**src/rtl/core/assert_macros.svh**
```systemverilog
// assertion macros for the tracker, sampled on clk and disabled in reset
`ifndef ASSERT_MACROS_SVH
`define ASSERT_MACROS_SVH
`ifndef SYNTH
// property must hold at every edge out of reset
`define ASSERT_CLK(label, prop) \
	label: assert property (@(posedge clk) disable iff (!arst_n) prop) \
		else $error("tracker assertion failed");
// condition must never be seen at an edge out of reset
`define ASSERT_NEVER(label, cond) \
	label: assert property (@(posedge clk) disable iff (!arst_n) !(cond)) \
		else $error("tracker forbidden condition");
`else
`define ASSERT_CLK(label, prop)
`define ASSERT_NEVER(label, cond)
`endif
`endif

```
**src/rtl/core/ptst_pkg.sv**
```systemverilog
package ptst_pkg;

	// field widths
	localparam int PULSE_W    = 12;
	localparam int SAMPLE_W   = 12;
	localparam int COUNT_W    = 24;
	localparam int DB_W       = 9;
	localparam int DIVR_W     = 6;
	localparam int MAG_W      = 10;
	localparam int OFS_W      = 9;
	localparam int DEC_W      = 16;
	localparam int VOLT_W     = 18;
	localparam int RECIP_W    = 18;
	localparam int DIST_W     = 20;
	localparam int CLAMP_W    = 19;
	localparam int CHAR_W     = 8;
	localparam int OP_W       = 2;
	localparam int CFG_IDX_W  = 3;
	localparam int CFG_DATA_W = 24;
	localparam int DIV_CNT_W  = $clog2(MAG_W + 1);

	// opcodes
	localparam logic [OP_W-1:0] OP_TICK  = 2'd0;
	localparam logic [OP_W-1:0] OP_RANGE = 2'd1;
	localparam logic [OP_W-1:0] OP_MSG   = 2'd2;

	// config register indexes
	localparam logic [CFG_IDX_W-1:0] CFG_TILT_CENTER = 3'd0;
	localparam logic [CFG_IDX_W-1:0] CFG_PAN_CENTER  = 3'd1;
	localparam logic [CFG_IDX_W-1:0] CFG_TILT_MIN    = 3'd2;
	localparam logic [CFG_IDX_W-1:0] CFG_TILT_MAX    = 3'd3;
	localparam logic [CFG_IDX_W-1:0] CFG_PAN_MIN     = 3'd4;
	localparam logic [CFG_IDX_W-1:0] CFG_PAN_MAX     = 3'd5;
	localparam logic [CFG_IDX_W-1:0] CFG_TIMEOUT     = 3'd6;
	localparam logic [CFG_IDX_W-1:0] CFG_DEADBAND    = 3'd7;

	// register reset values
	localparam logic [PULSE_W-1:0] RST_TILT_CENTER = 12'd320;
	localparam logic [PULSE_W-1:0] RST_PAN_CENTER  = 12'd250;
	localparam logic [PULSE_W-1:0] RST_TILT_MIN    = 12'd300;
	localparam logic [PULSE_W-1:0] RST_TILT_MAX    = 12'd340;
	localparam logic [PULSE_W-1:0] RST_PAN_MIN     = 12'd180;
	localparam logic [PULSE_W-1:0] RST_PAN_MAX     = 12'd320;
	localparam logic [COUNT_W-1:0] RST_TIMEOUT     = 24'd200000;
	localparam logic [DB_W-1:0]    RST_DEADBAND    = 9'd10;
	localparam logic [DIVR_W-1:0]  RST_TILT_DIVR   = 6'd9;
	localparam logic [DIVR_W-1:0]  RST_PAN_DIVR    = 6'd6;

	// range fit constants, 16 fraction bits
	localparam logic [VOLT_W-1:0]  Q_VOLT_SCALE = 18'd216269;
	localparam logic [VOLT_W-1:0]  Q_KNEE       = 18'd90964;
	localparam logic [CLAMP_W-1:0] Q_NEAR_OFS   = 19'd293025;
	localparam logic [RECIP_W-1:0] Q_NEAR_RECIP = 18'd41989;
	localparam logic [CLAMP_W-1:0] Q_FAR_OFS    = 19'd140542;
	localparam logic [RECIP_W-1:0] Q_FAR_RECIP  = 18'd171157;
	localparam logic [CLAMP_W-1:0] Q_ONE        = 19'd65536;
	localparam logic [CLAMP_W-1:0] Q_SIX        = 19'd393216;

	// offset message constants
	localparam logic [CHAR_W-1:0] CHAR_RIGHT = 8'h72;
	localparam logic [CHAR_W-1:0] CHAR_UP    = 8'h75;
	localparam logic [OFS_W-1:0]  OFFSET_CAP = 9'd500;
	localparam logic [MAG_W:0]    TILT_BIAS  = 11'd100;

	typedef struct packed {
		logic [OP_W-1:0]     opcode;
		logic [SAMPLE_W-1:0] range_sample;
		logic [CHAR_W-1:0]   pan_dir_char;
		logic [CHAR_W-1:0]   pan_hundreds;
		logic [CHAR_W-1:0]   pan_tens;
		logic [CHAR_W-1:0]   pan_units;
		logic [CHAR_W-1:0]   tilt_dir_char;
		logic [CHAR_W-1:0]   tilt_hundreds;
		logic [CHAR_W-1:0]   tilt_tens;
		logic [CHAR_W-1:0]   tilt_units;
	} item_t;

	typedef struct packed {
		logic [PULSE_W-1:0] tilt_pulse;
		logic [PULSE_W-1:0] pan_pulse;
		logic               recentered;
	} result_t;

	typedef struct packed {
		logic                  en;
		logic [CFG_IDX_W-1:0]  index;
		logic [CFG_DATA_W-1:0] data;
	} cfg_wr_t;

	// controller to datapath
	typedef struct packed {
		logic load_item;
		logic tick;
		logic rng_volt;
		logic rng_dist;
		logic rng_divr;
		logic msg_start;
		logic apply;
		logic out_load;
	} cmd_t;

	// datapath to controller
	typedef struct packed {
		logic [OP_W-1:0] opcode;
		logic            div_busy;
	} status_t;

endpackage

```
**src/rtl/core/ptst_in_if.sv**
```systemverilog
interface ptst_in_if;
	import ptst_pkg::*;

	logic                valid;
	logic                ready;
	logic [OP_W-1:0]     opcode;
	logic [SAMPLE_W-1:0] range_sample;
	logic [CHAR_W-1:0]   pan_dir_char;
	logic [CHAR_W-1:0]   pan_hundreds;
	logic [CHAR_W-1:0]   pan_tens;
	logic [CHAR_W-1:0]   pan_units;
	logic [CHAR_W-1:0]   tilt_dir_char;
	logic [CHAR_W-1:0]   tilt_hundreds;
	logic [CHAR_W-1:0]   tilt_tens;
	logic [CHAR_W-1:0]   tilt_units;

	modport source (
		output valid, opcode, range_sample, pan_dir_char, pan_hundreds, pan_tens,
			pan_units, tilt_dir_char, tilt_hundreds, tilt_tens, tilt_units,
		input ready
	);
	modport sink (
		input valid, opcode, range_sample, pan_dir_char, pan_hundreds, pan_tens,
			pan_units, tilt_dir_char, tilt_hundreds, tilt_tens, tilt_units,
		output ready
	);
endinterface

```
**src/rtl/core/ptst_out_if.sv**
```systemverilog
interface ptst_out_if;
	import ptst_pkg::*;

	logic               valid;
	logic               ready;
	logic [PULSE_W-1:0] tilt_pulse;
	logic [PULSE_W-1:0] pan_pulse;
	logic               recentered;

	modport source (output valid, tilt_pulse, pan_pulse, recentered, input ready);
	modport sink (input valid, tilt_pulse, pan_pulse, recentered, output ready);
endinterface

```
**src/rtl/core/ptst_cfg_if.sv**
```systemverilog
interface ptst_cfg_if;
	import ptst_pkg::*;

	logic                  valid;
	logic                  ready;
	logic [CFG_IDX_W-1:0]  index;
	logic [CFG_DATA_W-1:0] data;

	modport source (output valid, index, data, input ready);
	modport sink (input valid, index, data, output ready);
endinterface

```
**src/rtl/core/ptst_div.sv**
```systemverilog
module ptst_div (
	input  logic                          clk,
	input  logic                          arst_n,
	input  logic                          start,
	input  logic [ptst_pkg::MAG_W-1:0]    dividend,
	input  logic [ptst_pkg::DIVR_W-1:0]   divisor,
	output logic                          busy,
	output logic [ptst_pkg::MAG_W-1:0]    quotient
);
	import ptst_pkg::*;

	logic [DIVR_W-1:0]    rem_q;
	logic [MAG_W-1:0]     quo_q;
	logic [DIVR_W-1:0]    divr_q;
	logic [DIV_CNT_W-1:0] cnt_q;
	logic                 busy_q;
	logic [DIVR_W:0]      shifted;
	logic [DIVR_W+1:0]    trial;
	logic                 fits;

	// one restoring step: shift in the next dividend bit, try the subtract
	always_comb begin
		shifted = {rem_q, quo_q[MAG_W-1]};
		trial   = {1'b0, shifted} - {2'b00, divr_q};
		fits    = !trial[DIVR_W+1];
	end

	// step control
	always_ff @(posedge clk or negedge arst_n) begin
		if (!arst_n) begin
			busy_q <= 1'b0;
			cnt_q  <= '0;
		end else if (start) begin
			busy_q <= 1'b1;
			cnt_q  <= DIV_CNT_W'(MAG_W);
		end else if (busy_q) begin
			cnt_q <= cnt_q - 1'b1;
			if (cnt_q == DIV_CNT_W'(1))
				busy_q <= 1'b0;
		end
	end

	// remainder and quotient shift register
	always_ff @(posedge clk) begin
		if (start) begin
			rem_q  <= '0;
			quo_q  <= dividend;
			divr_q <= divisor;
		end else if (busy_q) begin
			rem_q <= fits ? trial[DIVR_W-1:0] : shifted[DIVR_W-1:0];
			quo_q <= {quo_q[MAG_W-2:0], fits};
		end
	end

	assign busy     = busy_q;
	assign quotient = quo_q;
endmodule

```
**src/rtl/core/ptst_dp.sv**
```systemverilog
module ptst_dp (
	input  logic              clk,
	input  logic              arst_n,
	input  ptst_pkg::cmd_t    cmd,
	input  ptst_pkg::item_t   item,
	input  ptst_pkg::cfg_wr_t cfg_wr,
	output ptst_pkg::status_t status,
	output ptst_pkg::result_t result
);
	import ptst_pkg::*;

	// ascii offset decode with deadband and cap, magnitude only
	function automatic logic [OFS_W-1:0] decode_offset(
		input logic [CHAR_W-1:0] h,
		input logic [CHAR_W-1:0] t,
		input logic [CHAR_W-1:0] u,
		input logic [DB_W-1:0]   db
	);
		logic signed [DEC_W-1:0] v;
		logic [OFS_W-1:0]        r;
		v = ($signed({8'b0, h}) - 16'sd48) * 16'sd100
			+ ($signed({8'b0, t}) - 16'sd48) * 16'sd10
			+ ($signed({8'b0, u}) - 16'sd48);
		if (v < $signed({7'b0, db}))
			r = '0;
		else if (v > $signed({7'b0, OFFSET_CAP}))
			r = OFFSET_CAP;
		else
			r = v[OFS_W-1:0];
		return r;
	endfunction

	// add a signed step to a pulse, clamp to max then to min
	function automatic logic [PULSE_W-1:0] move_pulse(
		input logic [PULSE_W-1:0] pulse,
		input logic [MAG_W-1:0]   quo,
		input logic               neg,
		input logic [PULSE_W-1:0] lo,
		input logic [PULSE_W-1:0] hi
	);
		logic signed [PULSE_W+1:0] step;
		logic signed [PULSE_W+1:0] sum;
		step = $signed({{(PULSE_W+2-MAG_W){1'b0}}, quo});
		if (neg)
			step = -step;
		sum = $signed({2'b00, pulse}) + step;
		if (sum > $signed({2'b00, hi}))
			sum = $signed({2'b00, hi});
		if (sum < $signed({2'b00, lo}))
			sum = $signed({2'b00, lo});
		return sum[PULSE_W-1:0];
	endfunction

	item_t               item_q;
	logic [PULSE_W-1:0]  tilt_center_q, pan_center_q;
	logic [PULSE_W-1:0]  tilt_min_q, tilt_max_q, pan_min_q, pan_max_q;
	logic [COUNT_W-1:0]  timeout_q;
	logic [DB_W-1:0]     deadband_q;
	logic [PULSE_W-1:0]  tilt_width_q, pan_width_q;
	logic [COUNT_W-1:0]  idle_q;
	logic [DIVR_W-1:0]   tilt_divr_q, pan_divr_q;
	logic                flag_q;
	logic                tilt_neg_q, pan_neg_q;
	logic [VOLT_W-1:0]   volt_s1;
	logic [DIST_W-1:0]   dist_s2;
	result_t             result_q;

	logic [SAMPLE_W+VOLT_W-1:0]  volt_prod;
	logic                        near;
	logic [CLAMP_W-1:0]          diff_wide;
	logic [RECIP_W-1:0]          recip;
	logic [VOLT_W+RECIP_W-1:0]   dist_prod;
	logic [CLAMP_W-1:0]          dist_c;
	logic [CLAMP_W+3:0]          tilt_scaled;
	logic [CLAMP_W+2:0]          pan_scaled;
	logic [OFS_W-1:0]            tilt_ofs, pan_ofs;
	logic signed [MAG_W:0]       tilt_off, tilt_off_neg;
	logic [MAG_W-1:0]            tilt_mag, pan_mag;
	logic                        tilt_neg, pan_neg;
	logic [DIVR_W-1:0]           tilt_divr_eff, pan_divr_eff;
	logic                        tilt_busy, pan_busy;
	logic [MAG_W-1:0]            tilt_quo, pan_quo;

	// item capture
	always_ff @(posedge clk) begin
		if (cmd.load_item)
			item_q <= item;
	end

	// configuration registers
	always_ff @(posedge clk or negedge arst_n) begin
		if (!arst_n) begin
			tilt_center_q <= RST_TILT_CENTER;
			pan_center_q  <= RST_PAN_CENTER;
			tilt_min_q    <= RST_TILT_MIN;
			tilt_max_q    <= RST_TILT_MAX;
			pan_min_q     <= RST_PAN_MIN;
			pan_max_q     <= RST_PAN_MAX;
			timeout_q     <= RST_TIMEOUT;
			deadband_q    <= RST_DEADBAND;
		end else if (cfg_wr.en) begin
			unique case (cfg_wr.index)
				CFG_TILT_CENTER: tilt_center_q <= cfg_wr.data[PULSE_W-1:0];
				CFG_PAN_CENTER:  pan_center_q  <= cfg_wr.data[PULSE_W-1:0];
				CFG_TILT_MIN:    tilt_min_q    <= cfg_wr.data[PULSE_W-1:0];
				CFG_TILT_MAX:    tilt_max_q    <= cfg_wr.data[PULSE_W-1:0];
				CFG_PAN_MIN:     pan_min_q     <= cfg_wr.data[PULSE_W-1:0];
				CFG_PAN_MAX:     pan_max_q     <= cfg_wr.data[PULSE_W-1:0];
				CFG_TIMEOUT:     timeout_q     <= cfg_wr.data[COUNT_W-1:0];
				CFG_DEADBAND:    deadband_q    <= cfg_wr.data[DB_W-1:0];
				default: ;
			endcase
		end
	end

	// range fit: voltage stage, then distance stage
	always_comb begin
		volt_prod = item_q.range_sample * Q_VOLT_SCALE;
		near      = volt_s1 > Q_KNEE;
		diff_wide = near ? (Q_NEAR_OFS - {1'b0, volt_s1}) : (Q_FAR_OFS - {1'b0, volt_s1});
		recip     = near ? Q_NEAR_RECIP : Q_FAR_RECIP;
		dist_prod = diff_wide[VOLT_W-1:0] * recip;
	end

	always_ff @(posedge clk) begin
		if (cmd.rng_volt)
			volt_s1 <= volt_prod[SAMPLE_W +: VOLT_W];
		if (cmd.rng_dist)
			dist_s2 <= dist_prod[16 +: DIST_W];
	end

	// clamp distance to 1..6 and scale to divisors by shift and add
	always_comb begin
		if (dist_s2 < DIST_W'(Q_ONE))
			dist_c = Q_ONE;
		else if (dist_s2 > DIST_W'(Q_SIX))
			dist_c = Q_SIX;
		else
			dist_c = dist_s2[CLAMP_W-1:0];
		tilt_scaled = {1'b0, dist_c, 3'b000} + {4'b0000, dist_c};
		pan_scaled  = {1'b0, dist_c, 2'b00} + {2'b00, dist_c, 1'b0};
	end

	// offset decode for both axes, tilt gets its bias
	always_comb begin
		pan_ofs  = decode_offset(item_q.pan_hundreds, item_q.pan_tens, item_q.pan_units,
			deadband_q);
		tilt_ofs = decode_offset(item_q.tilt_hundreds, item_q.tilt_tens, item_q.tilt_units,
			deadband_q);
		pan_neg  = item_q.pan_dir_char == CHAR_RIGHT;
		pan_mag  = {1'b0, pan_ofs};
		tilt_off = $signed({2'b00, tilt_ofs});
		if (item_q.tilt_dir_char == CHAR_UP)
			tilt_off = -tilt_off;
		tilt_off     = tilt_off + $signed(TILT_BIAS);
		tilt_off_neg = -tilt_off;
		tilt_neg     = tilt_off[MAG_W];
		tilt_mag     = tilt_neg ? tilt_off_neg[MAG_W-1:0] : tilt_off[MAG_W-1:0];
		tilt_divr_eff = (tilt_divr_q == '0) ? DIVR_W'(1) : tilt_divr_q;
		pan_divr_eff  = (pan_divr_q == '0) ? DIVR_W'(1) : pan_divr_q;
	end

	// one divider lane per axis
	ptst_div u_tilt_div (
		.clk      (clk),
		.arst_n   (arst_n),
		.start    (cmd.msg_start),
		.dividend (tilt_mag),
		.divisor  (tilt_divr_eff),
		.busy     (tilt_busy),
		.quotient (tilt_quo)
	);

	ptst_div u_pan_div (
		.clk      (clk),
		.arst_n   (arst_n),
		.start    (cmd.msg_start),
		.dividend (pan_mag),
		.divisor  (pan_divr_eff),
		.busy     (pan_busy),
		.quotient (pan_quo)
	);

	always_ff @(posedge clk) begin
		if (cmd.msg_start) begin
			tilt_neg_q <= tilt_neg;
			pan_neg_q  <= pan_neg;
		end
	end

	// servo state: pulses, idle counter, divisors, recenter flag
	always_ff @(posedge clk or negedge arst_n) begin
		if (!arst_n) begin
			tilt_width_q <= RST_TILT_CENTER;
			pan_width_q  <= RST_PAN_CENTER;
			idle_q       <= '0;
			tilt_divr_q  <= RST_TILT_DIVR;
			pan_divr_q   <= RST_PAN_DIVR;
			flag_q       <= 1'b0;
		end else begin
			if (cmd.load_item)
				flag_q <= 1'b0;
			if (cmd.tick) begin
				if (idle_q > timeout_q) begin
					tilt_width_q <= tilt_center_q;
					pan_width_q  <= pan_center_q;
					idle_q       <= COUNT_W'(1);
					flag_q       <= 1'b1;
				end else if (idle_q != '1) begin
					idle_q <= idle_q + 1'b1;
				end
			end
			if (cmd.rng_divr) begin
				tilt_divr_q <= tilt_scaled[16 +: DIVR_W];
				pan_divr_q  <= pan_scaled[16 +: DIVR_W];
			end
			if (cmd.msg_start)
				idle_q <= '0;
			if (cmd.apply) begin
				tilt_width_q <= move_pulse(tilt_width_q, tilt_quo, tilt_neg_q, tilt_min_q,
					tilt_max_q);
				pan_width_q  <= move_pulse(pan_width_q, pan_quo, pan_neg_q, pan_min_q,
					pan_max_q);
			end
		end
	end

	// output register
	always_ff @(posedge clk) begin
		if (cmd.out_load) begin
			result_q.tilt_pulse <= tilt_width_q;
			result_q.pan_pulse  <= pan_width_q;
			result_q.recentered <= flag_q;
		end
	end

	assign result          = result_q;
	assign status.opcode   = item_q.opcode;
	assign status.div_busy = tilt_busy | pan_busy;
endmodule

```
**src/rtl/core/ptst_ctrl.sv**
```systemverilog
module ptst_ctrl (
	input  logic              clk,
	input  logic              arst_n,
	input  logic              in_valid,
	output logic              in_ready,
	output logic              out_valid,
	input  logic              out_ready,
	input  ptst_pkg::status_t status,
	output ptst_pkg::cmd_t    cmd
);
	import ptst_pkg::*;

	localparam logic [2:0] S_IDLE     = 3'd0;
	localparam logic [2:0] S_EXEC     = 3'd1;
	localparam logic [2:0] S_RNG_D    = 3'd2;
	localparam logic [2:0] S_RNG_DIV  = 3'd3;
	localparam logic [2:0] S_DIV_WAIT = 3'd4;
	localparam logic [2:0] S_APPLY    = 3'd5;
	localparam logic [2:0] S_FINISH   = 3'd6;

	logic [2:0] state_q, state_next;
	logic       out_valid_q;

	// sequencer
	always_comb begin
		cmd        = '0;
		state_next = state_q;
		unique case (state_q)
			S_IDLE: begin
				if (in_valid) begin
					cmd.load_item = 1'b1;
					state_next    = S_EXEC;
				end
			end
			S_EXEC: begin
				unique case (status.opcode)
					OP_TICK: begin
						cmd.tick   = 1'b1;
						state_next = S_FINISH;
					end
					OP_RANGE: begin
						cmd.rng_volt = 1'b1;
						state_next   = S_RNG_D;
					end
					OP_MSG: begin
						cmd.msg_start = 1'b1;
						state_next    = S_DIV_WAIT;
					end
					default: state_next = S_FINISH;
				endcase
			end
			S_RNG_D: begin
				cmd.rng_dist = 1'b1;
				state_next   = S_RNG_DIV;
			end
			S_RNG_DIV: begin
				cmd.rng_divr = 1'b1;
				state_next   = S_FINISH;
			end
			S_DIV_WAIT: begin
				if (!status.div_busy)
					state_next = S_APPLY;
			end
			S_APPLY: begin
				cmd.apply  = 1'b1;
				state_next = S_FINISH;
			end
			S_FINISH: begin
				if (!out_valid_q || out_ready) begin
					cmd.out_load = 1'b1;
					state_next   = S_IDLE;
				end
			end
			default: state_next = S_IDLE;
		endcase
	end

	always_ff @(posedge clk or negedge arst_n) begin
		if (!arst_n)
			state_q <= S_IDLE;
		else
			state_q <= state_next;
	end

	// output valid flag
	always_ff @(posedge clk or negedge arst_n) begin
		if (!arst_n)
			out_valid_q <= 1'b0;
		else if (cmd.out_load)
			out_valid_q <= 1'b1;
		else if (out_ready)
			out_valid_q <= 1'b0;
	end

	assign in_ready  = state_q == S_IDLE;
	assign out_valid = out_valid_q;
endmodule

```
**src/rtl/core/pan_tilt_servo_tracker_top.sv**
```systemverilog
// Pan-tilt servo tracker. Each request carries an opcode: a tick advances the idle
// counter and recenters both servos once it has passed timeout_ticks; a range
// sample is mapped to a distance that sets the pan and tilt step divisors; an
// offset message moves both pulses by their decoded offsets divided by those
// divisors, clamped to the configured limits. Every request yields one result
// with both pulse widths and a recenter flag. Requests are handled one at a time:
// a tick updates the idle counter, a range sample passes the two multiplier stages
// (voltage and distance) and the divisor scaling, and an offset message waits on the
// two divider lanes that retire one quotient bit per cycle over ten steps. A new
// request is taken while the previous result still waits in the output register.
// Configuration writes are always accepted and belong in idle periods.
module pan_tilt_servo_tracker_top (
	input logic        clk,
	input logic        arst_n,
	ptst_in_if.sink    in_ch,
	ptst_out_if.source out_ch,
	ptst_cfg_if.sink   cfg
);
	import ptst_pkg::*;

	cmd_t    cmd;
	status_t dp_status;
	item_t   in_item;
	cfg_wr_t cfg_wr;
	result_t result;
	logic    in_ready;
	logic    out_valid;

	// pack channel payloads
	assign in_item = '{
		opcode:        in_ch.opcode,
		range_sample:  in_ch.range_sample,
		pan_dir_char:  in_ch.pan_dir_char,
		pan_hundreds:  in_ch.pan_hundreds,
		pan_tens:      in_ch.pan_tens,
		pan_units:     in_ch.pan_units,
		tilt_dir_char: in_ch.tilt_dir_char,
		tilt_hundreds: in_ch.tilt_hundreds,
		tilt_tens:     in_ch.tilt_tens,
		tilt_units:    in_ch.tilt_units
	};
	assign cfg_wr = '{en: cfg.valid, index: cfg.index, data: cfg.data};
	assign cfg.ready = 1'b1;

	ptst_ctrl u_ctrl (
		.clk       (clk),
		.arst_n    (arst_n),
		.in_valid  (in_ch.valid),
		.in_ready  (in_ready),
		.out_valid (out_valid),
		.out_ready (out_ch.ready),
		.status    (dp_status),
		.cmd       (cmd)
	);

	ptst_dp u_dp (
		.clk    (clk),
		.arst_n (arst_n),
		.cmd    (cmd),
		.item   (in_item),
		.cfg_wr (cfg_wr),
		.status (dp_status),
		.result (result)
	);

	// drive channels
	assign in_ch.ready       = in_ready;
	assign out_ch.valid      = out_valid;
	assign out_ch.tilt_pulse = result.tilt_pulse;
	assign out_ch.pan_pulse  = result.pan_pulse;
	assign out_ch.recentered = result.recentered;

	`include "assert_macros.svh"

	// dividers start the cycle after a message is dispatched
	`ASSERT_CLK(a_div_starts, cmd.msg_start |=> dp_status.div_busy)
	// a loaded result is always presented
	`ASSERT_CLK(a_load_presents, cmd.out_load |=> out_ch.valid)
	// no request taken while a division is in flight
	`ASSERT_NEVER(a_no_accept_in_div, in_ch.ready && dp_status.div_busy)
endmodule

```
**src/flat_wrapper.sv**
```systemverilog
// flat-port wrapper written by rule: the top's interface ports become plain ports
module pan_tilt_servo_tracker_top_flat import ptst_pkg::*;
  (clk, arst_n, in_ch_valid, in_ch_opcode, in_ch_range_sample, in_ch_pan_dir_char, in_ch_pan_hundreds, in_ch_pan_tens, in_ch_pan_units, in_ch_tilt_dir_char, in_ch_tilt_hundreds, in_ch_tilt_tens, in_ch_tilt_units, in_ch_ready, out_ch_valid, out_ch_tilt_pulse, out_ch_pan_pulse, out_ch_recentered, out_ch_ready, cfg_valid, cfg_index, cfg_data, cfg_ready);
  ptst_in_if in_ch_i ();
  ptst_out_if out_ch_i ();
  ptst_cfg_if cfg_i ();
  input logic clk;
  input logic arst_n;
  input wire logic [$bits(in_ch_i.valid)-1:0] in_ch_valid;
  input wire logic [$bits(in_ch_i.opcode)-1:0] in_ch_opcode;
  input wire logic [$bits(in_ch_i.range_sample)-1:0] in_ch_range_sample;
  input wire logic [$bits(in_ch_i.pan_dir_char)-1:0] in_ch_pan_dir_char;
  input wire logic [$bits(in_ch_i.pan_hundreds)-1:0] in_ch_pan_hundreds;
  input wire logic [$bits(in_ch_i.pan_tens)-1:0] in_ch_pan_tens;
  input wire logic [$bits(in_ch_i.pan_units)-1:0] in_ch_pan_units;
  input wire logic [$bits(in_ch_i.tilt_dir_char)-1:0] in_ch_tilt_dir_char;
  input wire logic [$bits(in_ch_i.tilt_hundreds)-1:0] in_ch_tilt_hundreds;
  input wire logic [$bits(in_ch_i.tilt_tens)-1:0] in_ch_tilt_tens;
  input wire logic [$bits(in_ch_i.tilt_units)-1:0] in_ch_tilt_units;
  output wire logic [$bits(in_ch_i.ready)-1:0] in_ch_ready;
  output wire logic [$bits(out_ch_i.valid)-1:0] out_ch_valid;
  output wire logic [$bits(out_ch_i.tilt_pulse)-1:0] out_ch_tilt_pulse;
  output wire logic [$bits(out_ch_i.pan_pulse)-1:0] out_ch_pan_pulse;
  output wire logic [$bits(out_ch_i.recentered)-1:0] out_ch_recentered;
  input wire logic [$bits(out_ch_i.ready)-1:0] out_ch_ready;
  input wire logic [$bits(cfg_i.valid)-1:0] cfg_valid;
  input wire logic [$bits(cfg_i.index)-1:0] cfg_index;
  input wire logic [$bits(cfg_i.data)-1:0] cfg_data;
  output wire logic [$bits(cfg_i.ready)-1:0] cfg_ready;
  assign in_ch_i.valid = in_ch_valid;
  assign in_ch_i.opcode = in_ch_opcode;
  assign in_ch_i.range_sample = in_ch_range_sample;
  assign in_ch_i.pan_dir_char = in_ch_pan_dir_char;
  assign in_ch_i.pan_hundreds = in_ch_pan_hundreds;
  assign in_ch_i.pan_tens = in_ch_pan_tens;
  assign in_ch_i.pan_units = in_ch_pan_units;
  assign in_ch_i.tilt_dir_char = in_ch_tilt_dir_char;
  assign in_ch_i.tilt_hundreds = in_ch_tilt_hundreds;
  assign in_ch_i.tilt_tens = in_ch_tilt_tens;
  assign in_ch_i.tilt_units = in_ch_tilt_units;
  assign in_ch_ready = in_ch_i.ready;
  assign out_ch_valid = out_ch_i.valid;
  assign out_ch_tilt_pulse = out_ch_i.tilt_pulse;
  assign out_ch_pan_pulse = out_ch_i.pan_pulse;
  assign out_ch_recentered = out_ch_i.recentered;
  assign out_ch_i.ready = out_ch_ready;
  assign cfg_i.valid = cfg_valid;
  assign cfg_i.index = cfg_index;
  assign cfg_i.data = cfg_data;
  assign cfg_ready = cfg_i.ready;
  pan_tilt_servo_tracker_top u_core (.clk(clk), .arst_n(arst_n), .in_ch(in_ch_i), .out_ch(out_ch_i), .cfg(cfg_i));
endmodule
```
**config.mk**
```make
export PLATFORM = sky130hd
export DESIGN_NAME = pan_tilt_servo_tracker_top_flat
export DESIGN_NICKNAME = d
export VERILOG_FILES = /design/src/rtl/core/ptst_pkg.sv /design/src/rtl/core/ptst_in_if.sv /design/src/rtl/core/ptst_out_if.sv /design/src/rtl/core/ptst_cfg_if.sv /design/src/rtl/core/ptst_div.sv /design/src/rtl/core/ptst_dp.sv /design/src/rtl/core/ptst_ctrl.sv /design/src/rtl/core/pan_tilt_servo_tracker_top.sv /design/src/flat_wrapper.sv
export VERILOG_INCLUDE_DIRS = /design/src /design/src/rtl/core
export SDC_FILE = /design/constraint.sdc
export NUM_CORES = 2
export LEC_CHECK = 0
export ABC_AREA = 1
export BUFFER_PORTS_ARGS = -buffer_cell sky130_fd_sc_hd__buf_2
export CORE_UTILIZATION = 30
export CTS_BUF_LIST = sky130_fd_sc_hd__clkbuf_2 sky130_fd_sc_hd__clkbuf_4 sky130_fd_sc_hd__clkbuf_8
export CTS_CLUSTER_SIZE = 8
export DETAILED_ROUTE_END_ITERATION = 8
export PLACE_DENSITY_LB_ADDON = 0.15
export SYNTH_ARGS = -nofsm -noshare
export SYNTH_HDL_FRONTEND = slang
export SYNTH_SLANG_ARGS = --single-unit
```
**constraint.sdc**
```tcl
create_clock -name clk -period 6.7 [get_ports clk]
set_input_delay 0 -clock clk [delete_from_list [all_inputs] [get_ports clk]]
set_output_delay 0 -clock clk [all_outputs]
set_load 0.01 [all_outputs]
```
* Word level (Yosys, flattened, before mapping) *
Index checks and enable logic that the tools add are counted.

word-level totals
  register bits after elaboration = 367
  input port bits = 110
  output and inout bits = 28
  word-level logic and storage cells = 208

operators by class
  add/subtract/negate cells = 26
  $mul = 6
  order comparisons = 12
  eq/ne operators = 23
  muxes and demuxes = 68
  bitwise operators = 1
  reductions and logical operators = 28

operators with widths
  cell                    number
  $mux 14                 8
  $mux 12                 8
  $mux 24                 4
  $mux 9                  6
  $sub 8x6->9 const B     6
  $mux 19                 2
  $mul 18x18->36          1
  $mux 18                 2
  $add 16x14->16          2
  $add 16x9->16           2
  $gt 16x10->1 const B    2
  $lt 16x10->1            2
  $mul 12x18->30 const B  1
  $mux 10                 3
  $add 13x14->14          2
  $gt 14x13->1            2
  $lt 14x13->1            2
  $mul 9x6->14 const B    2
  $neg 10->14             2
  $mul 9x4->13 const B    2
  $add 24x1->24 const B   1
  $gt 24x24->1            1
  $ne 24x24->1 const B    1
  $add 21x20->22          1
  38 further kinds        99

* Depth between registers and ports, before layout *
  depth in word-level cells = 13
  gate-level depth with buffers = 44
  gate-level depth less buffers = 44

* Cells and area by module *
A second synthesis with hierarchy kept.

second synthesis, totals
  cell total of the unflattened synthesis = 4,254
  area total of the unflattened synthesis = 35,821.9 um^2

modules (own cells, without submodules)
  module                      instances  cells each  area each (um^2)  seq. area each (um^2)
  ptst_dp                     1          3,875       32,663.8          8,500.7
  ptst_div                    2          165         1,426.4           725.7
  ptst_ctrl                   1          47          294.0             100.1
  pan_tilt_servo_tracker_top  1          2           11.3              0.0

* Worst setup path before layout *
No wires, ideal clock.

  kind = reg2reg
  start point = register u_core.u_dp.volt_s1[6]
  end point = register u_core.u_dp.dist_s2[17], data pin
  library setup time = 0.276 ns
  arrival time = 7.001 ns
  data required time = 6.424 ns
  setup slack = -0.577 ns
  stages on the path, launching flop included = 31
  period minus slack after synthesis = 7.277 ns
  cell sequence = edfxtp_1 -> clkbuf_1 -> nand2_1 -> a31o_2 -> o41ai_1 -> nand2_1 -> inv_1 -> clkbuf_1 -> buf_1 -> nor2_1 -> ha_1 -> inv_1 -> fa_1 -> inv_1 -> fa_1 -> fa_1 -> inv_1 -> fa_1 -> inv_1 -> fa_1 -> ha_1 -> nand2_1 -> nor4_1 -> nand2_1 -> o211ai_1 -> a21o_1 -> a21oi_1 -> inv_1 -> a21oi_1 -> o311ai_0 -> xor2_1

on the way
  word-level cells in the longest chain between the ends = 3
  elaborated cells on any way between the ends = 6
  classes of those cells = add/sub: 2; mul: 1; order compare: 1; mux: 2

RTL lines
  what                                    RTL line                        RTL
  start, declared                         ptst_dp.sv:64                   logic [VOLT_W-1:0] volt_s1;
  start signal, assigned                  ptst_dp.sv:127                  volt_s1 <= volt_prod[SAMPLE_W +: VOLT_W];
  $sub 18x18->18 (tied with other cells)  ptst_dp.sv:120                  diff_wide = near ? (Q_NEAR_OFS - {1'b0, volt_s1}) : (Q_FAR_OFS - {1'b0, volt_s1});
  $mux 18 (on tied branches)              ptst_dp.sv:120, ptst_dp.sv:121
  $mul 18x18->36 (*)                      ptst_dp.sv:122                  dist_prod = diff_wide[VOLT_W-1:0] * recip;
  via u_core.u_dp.dist_prod[33]           ptst_dp.sv:72                   logic [VOLT_W+RECIP_W-1:0] dist_prod;
  end signal, assigned                    ptst_dp.sv:129                  dist_s2 <= dist_prod[16 +: DIST_W];
  end, declared                           ptst_dp.sv:65                   logic [DIST_W-1:0] dist_s2;

The timed path passes the listed nets; every way through them passes the cells marked *.
A chain may end at the register's enable or synchronous reset.

* Worst setup path in the final report *
  start point = register u_core.u_dp.volt_s1[2]
  end point = register u_core.u_dp.dist_s2[17], data pin

Same word-level chain as after synthesis.

==> impl_results.md <==
- Status: finished, violations left
- Failing checks: setup timing
- Area growth, synth to finish: 28.1%
- Cell with the most instances after synthesis: inv_1
- Crit path largest cell delay: 0.54 ns
- Critical path required time: 7.18 ns
- Largest area contributor in the netlist: ha_1
- Tcrit/Tclk final: 101%
- Fmax: 148 MHz
- Worst min path class: input port to register
- Cells after Synth: 4,178
- First DRT Iteration DRCs: 1,188
- Number of global-route vias before repair: 30,500
- Yosys Warn Count: 0
- Critical-path top delay cell: fa_1
- Vias/cell: 4.52
- Slew headroom: 20.0%
- Syn Std Cell Area: 0.0355 sq mm
- Setup TNS: -0.139 ns
- Die H: 346 um
- DP HPWL: 76,500 um
- Via Count: 29,100
- Clock sinks: 367
- Slew Limit Fails: 0
- Crit path max fanout: 6
- Seq/Total Area, Yosys: 28.3%
- Num ports: 138
- Final setup viols: 3
- CP arrival: 7.25 ns
- Setup crit end kind: register
- Grt ovf: 0
- DRC: 0
- Clock slew at reported path FFs: 0.06 ns
- DRT antenna net count: 0
- Drt total wl: 97,400 um
- CP Class: register to register
- Ys async rst share: 49.0%
- Share of cells above drive strength 1: 17.8%
- Root Buffer: clkbuf_8
- Clk_skew: 0.0365 ns
- GRT Total Usage: 16.6%
- Fin crit period: 6.76 ns
- Crit path launch type: register
- Final GP Congestion: 0.829
- Core area: 0.117 sq mm
- Seq cells post-synth: 367
- Netlist cell types: 65
- Fin util: 39.0%
- Final net count: 5,727
- Largest net degree at the start of global routing: 75
- TritonCTS clock tree: built
- DRT Pass-1 Iters: 5
- Total die area: 0.120 sq mm
- Starting density of the core: 30.4%
- DR WL/cell: 15.1 um
- CTS buffer count: 73
- Final hold vios: 0
- Setup ws final: -0.0633 ns
- Filler Cell Count: 12,000
- Share of the synthesized area in the top cell type: 19.7%
- Number of synthesized flops with an enable pin: 174
- Slew at the pin with the worst max-slew slack: 1.19 ns
- First-pass GRT wire length: 159,000 um
- Initial antenna violation count: 5
- IO buf count: 136
- RSZ-0062 raised after global routing: true
- FP Rows: 125
- Max_cap viols: 0
- Worst-Skew Late Latency: 0.75 ns
- Most used cell, CP: fa_1
- Longest Clk Path Bufs: 3
- Post-synth top cells: 826 x inv_1, 685 x nand2_1, 558 x ha_1
- H-tree depth: 3
- Syn Area/Cell: 8.50 sq um
- Main synth FF type: edfxtp_1
- DIE WIDTH: 346 um
- Synth area leaders: ha_1 20%, edfxtp_1 15%, fa_1 12%
-- cell usage in the layout (no fill, tap or decap), types with 42 or more instances in the layout --
cell,Yosys,final
xnor2_1,65,64
o21ai_0,256,246
fa_1,214,210
edfxtp_1,174,174
dfrtp_1,138,138
dfstp_2,42,42
nand2_1,685,650
dlygate4sd3_1,0,231
buf_4,1,264
nor2_1,265,236
clkbuf_8,0,89
a21oi_1,250,230
inv_1,826,792
buf_2,7,135
nand3_1,178,149
ha_1,558,522
nor3_1,59,53
xor2_1,123,111
-- stage by stage --
step	std cells	setup slack, ns	instance area, sq um	hold WS (ns)
3_3_place_gp	6019	-0.318	39800	0.0778
2_1_floorplan	4182	0.0179	35600	-0.296
5_1_grt	6430	-0.454	45500	0.0644
6_report	6430	-0.0633	45500	0.101
4_1_cts	6403	-0.0745	44300	0.00333
3_5_place_dp	6019	-0.341	39800	0.0785
-- worst max-delay path, delay by kind of cell (launching register included) --
family          cells  cell delay, ns
buf+inv            10            0.97
flops               1            0.36
fa+ha+maj           7            3.00
simple gates        4            0.33
xor+xnor            1            0.18
compound gates     10            1.66
-- cell families (layout without fill, tap and decap cells) --
group / count (synthesis) / count (layout) / share of synthesized area [%]
flops: 367 / 367 / 28.3
buf+inv: 903 / 1622 / 9.60
fa+ha+maj: 772 / 772 / 31.7
xor+xnor: 189 / 189 / 4.68
simple gates: 1313 / 1313 / 15.9
other cells: 2 / 11 / 0.0211
compound gates: 632 / 632 / 9.81
-- repair_timing --
action | CTS | global route
gates cloned | 1 | 0
setup endpoints to repair | 19 | 27
hold buffers | 232 | 0
pin swaps | 48 | 106
setup buffers | 20 | 23
endpoints found under the hold margin | 295 | 0
resized for setup | 96 | 214
-- final timing paths --
kind,to,slack [ns],startpoint,cells past startpoint
setup / recovery,u_core.u_dp.dist_s2[17],-0.06,u_core.u_dp.volt_s1[2],32
hold / removal,u_core.u_dp.timeout_q[10],0.10,cfg_index[1],7
setup reg to reg,u_core.u_dp.dist_s2[17],-0.06,u_core.u_dp.volt_s1[2],32
hold reg to reg,u_core.u_dp.result[0],0.45,u_core.u_dp.flag_q,0
max in group asynchronous,u_core.u_dp.tilt_width_q[10],5.27,arst_n,4
min in group asynchronous,u_core.u_dp.pan_min_q[7],0.54,arst_n,3
-- area by class of cell --
cell class,instances,area [sq um],area share [%]
sequential,367,10000,22.1
inverter,832,3140,6.89
tap,1524,1910,4.19
clock buffer,107,1350,2.97
clock inverter,24,226,0.498
antenna,5,12.5,0.0275
multi-input combinational,2912,23500,51.6
timing repair buffer,659,5360,11.8
-- per-layer routing --
| metal | wire length (um) | GRT usage, % | part of all wire, % |
|---|---|---|---|
| met1 | 45800 | 21.4 | 47 |
| met2 | 46400 | 28.6 | 48 |
| met3 | 2860 | 2.51 | 2.9 |
| met4 | 2330 | 4.44 | 2.4 |
| met5 | 18 | 0 | 0.018 |
-- state kept, by name, indices dropped and copies added (netlist names), 12 cells and up --
signal and flops:
u_core.u_dp.pan_width_q 12, u_core.u_dp.volt_s1 18, u_core.u_dp.pan_max_q 12, u_core.u_dp.timeout_q 24, u_core.u_dp.result 25, u_core.u_dp.pan_min_q 12, u_core.u_dp.idle_q 24, u_core.u_dp.item_q 76
u_core.u_dp.pan_center_q 12, u_core.u_dp.dist_s2 20, u_core.u_dp.tilt_width_q 12, u_core.u_dp.tilt_min_q 12, u_core.u_dp.tilt_center_q 12, u_core.u_dp.tilt_max_q 12
Power is not shown: default switching activity piles up to over one toggle a cycle in this logic, so the estimate is an artifact.
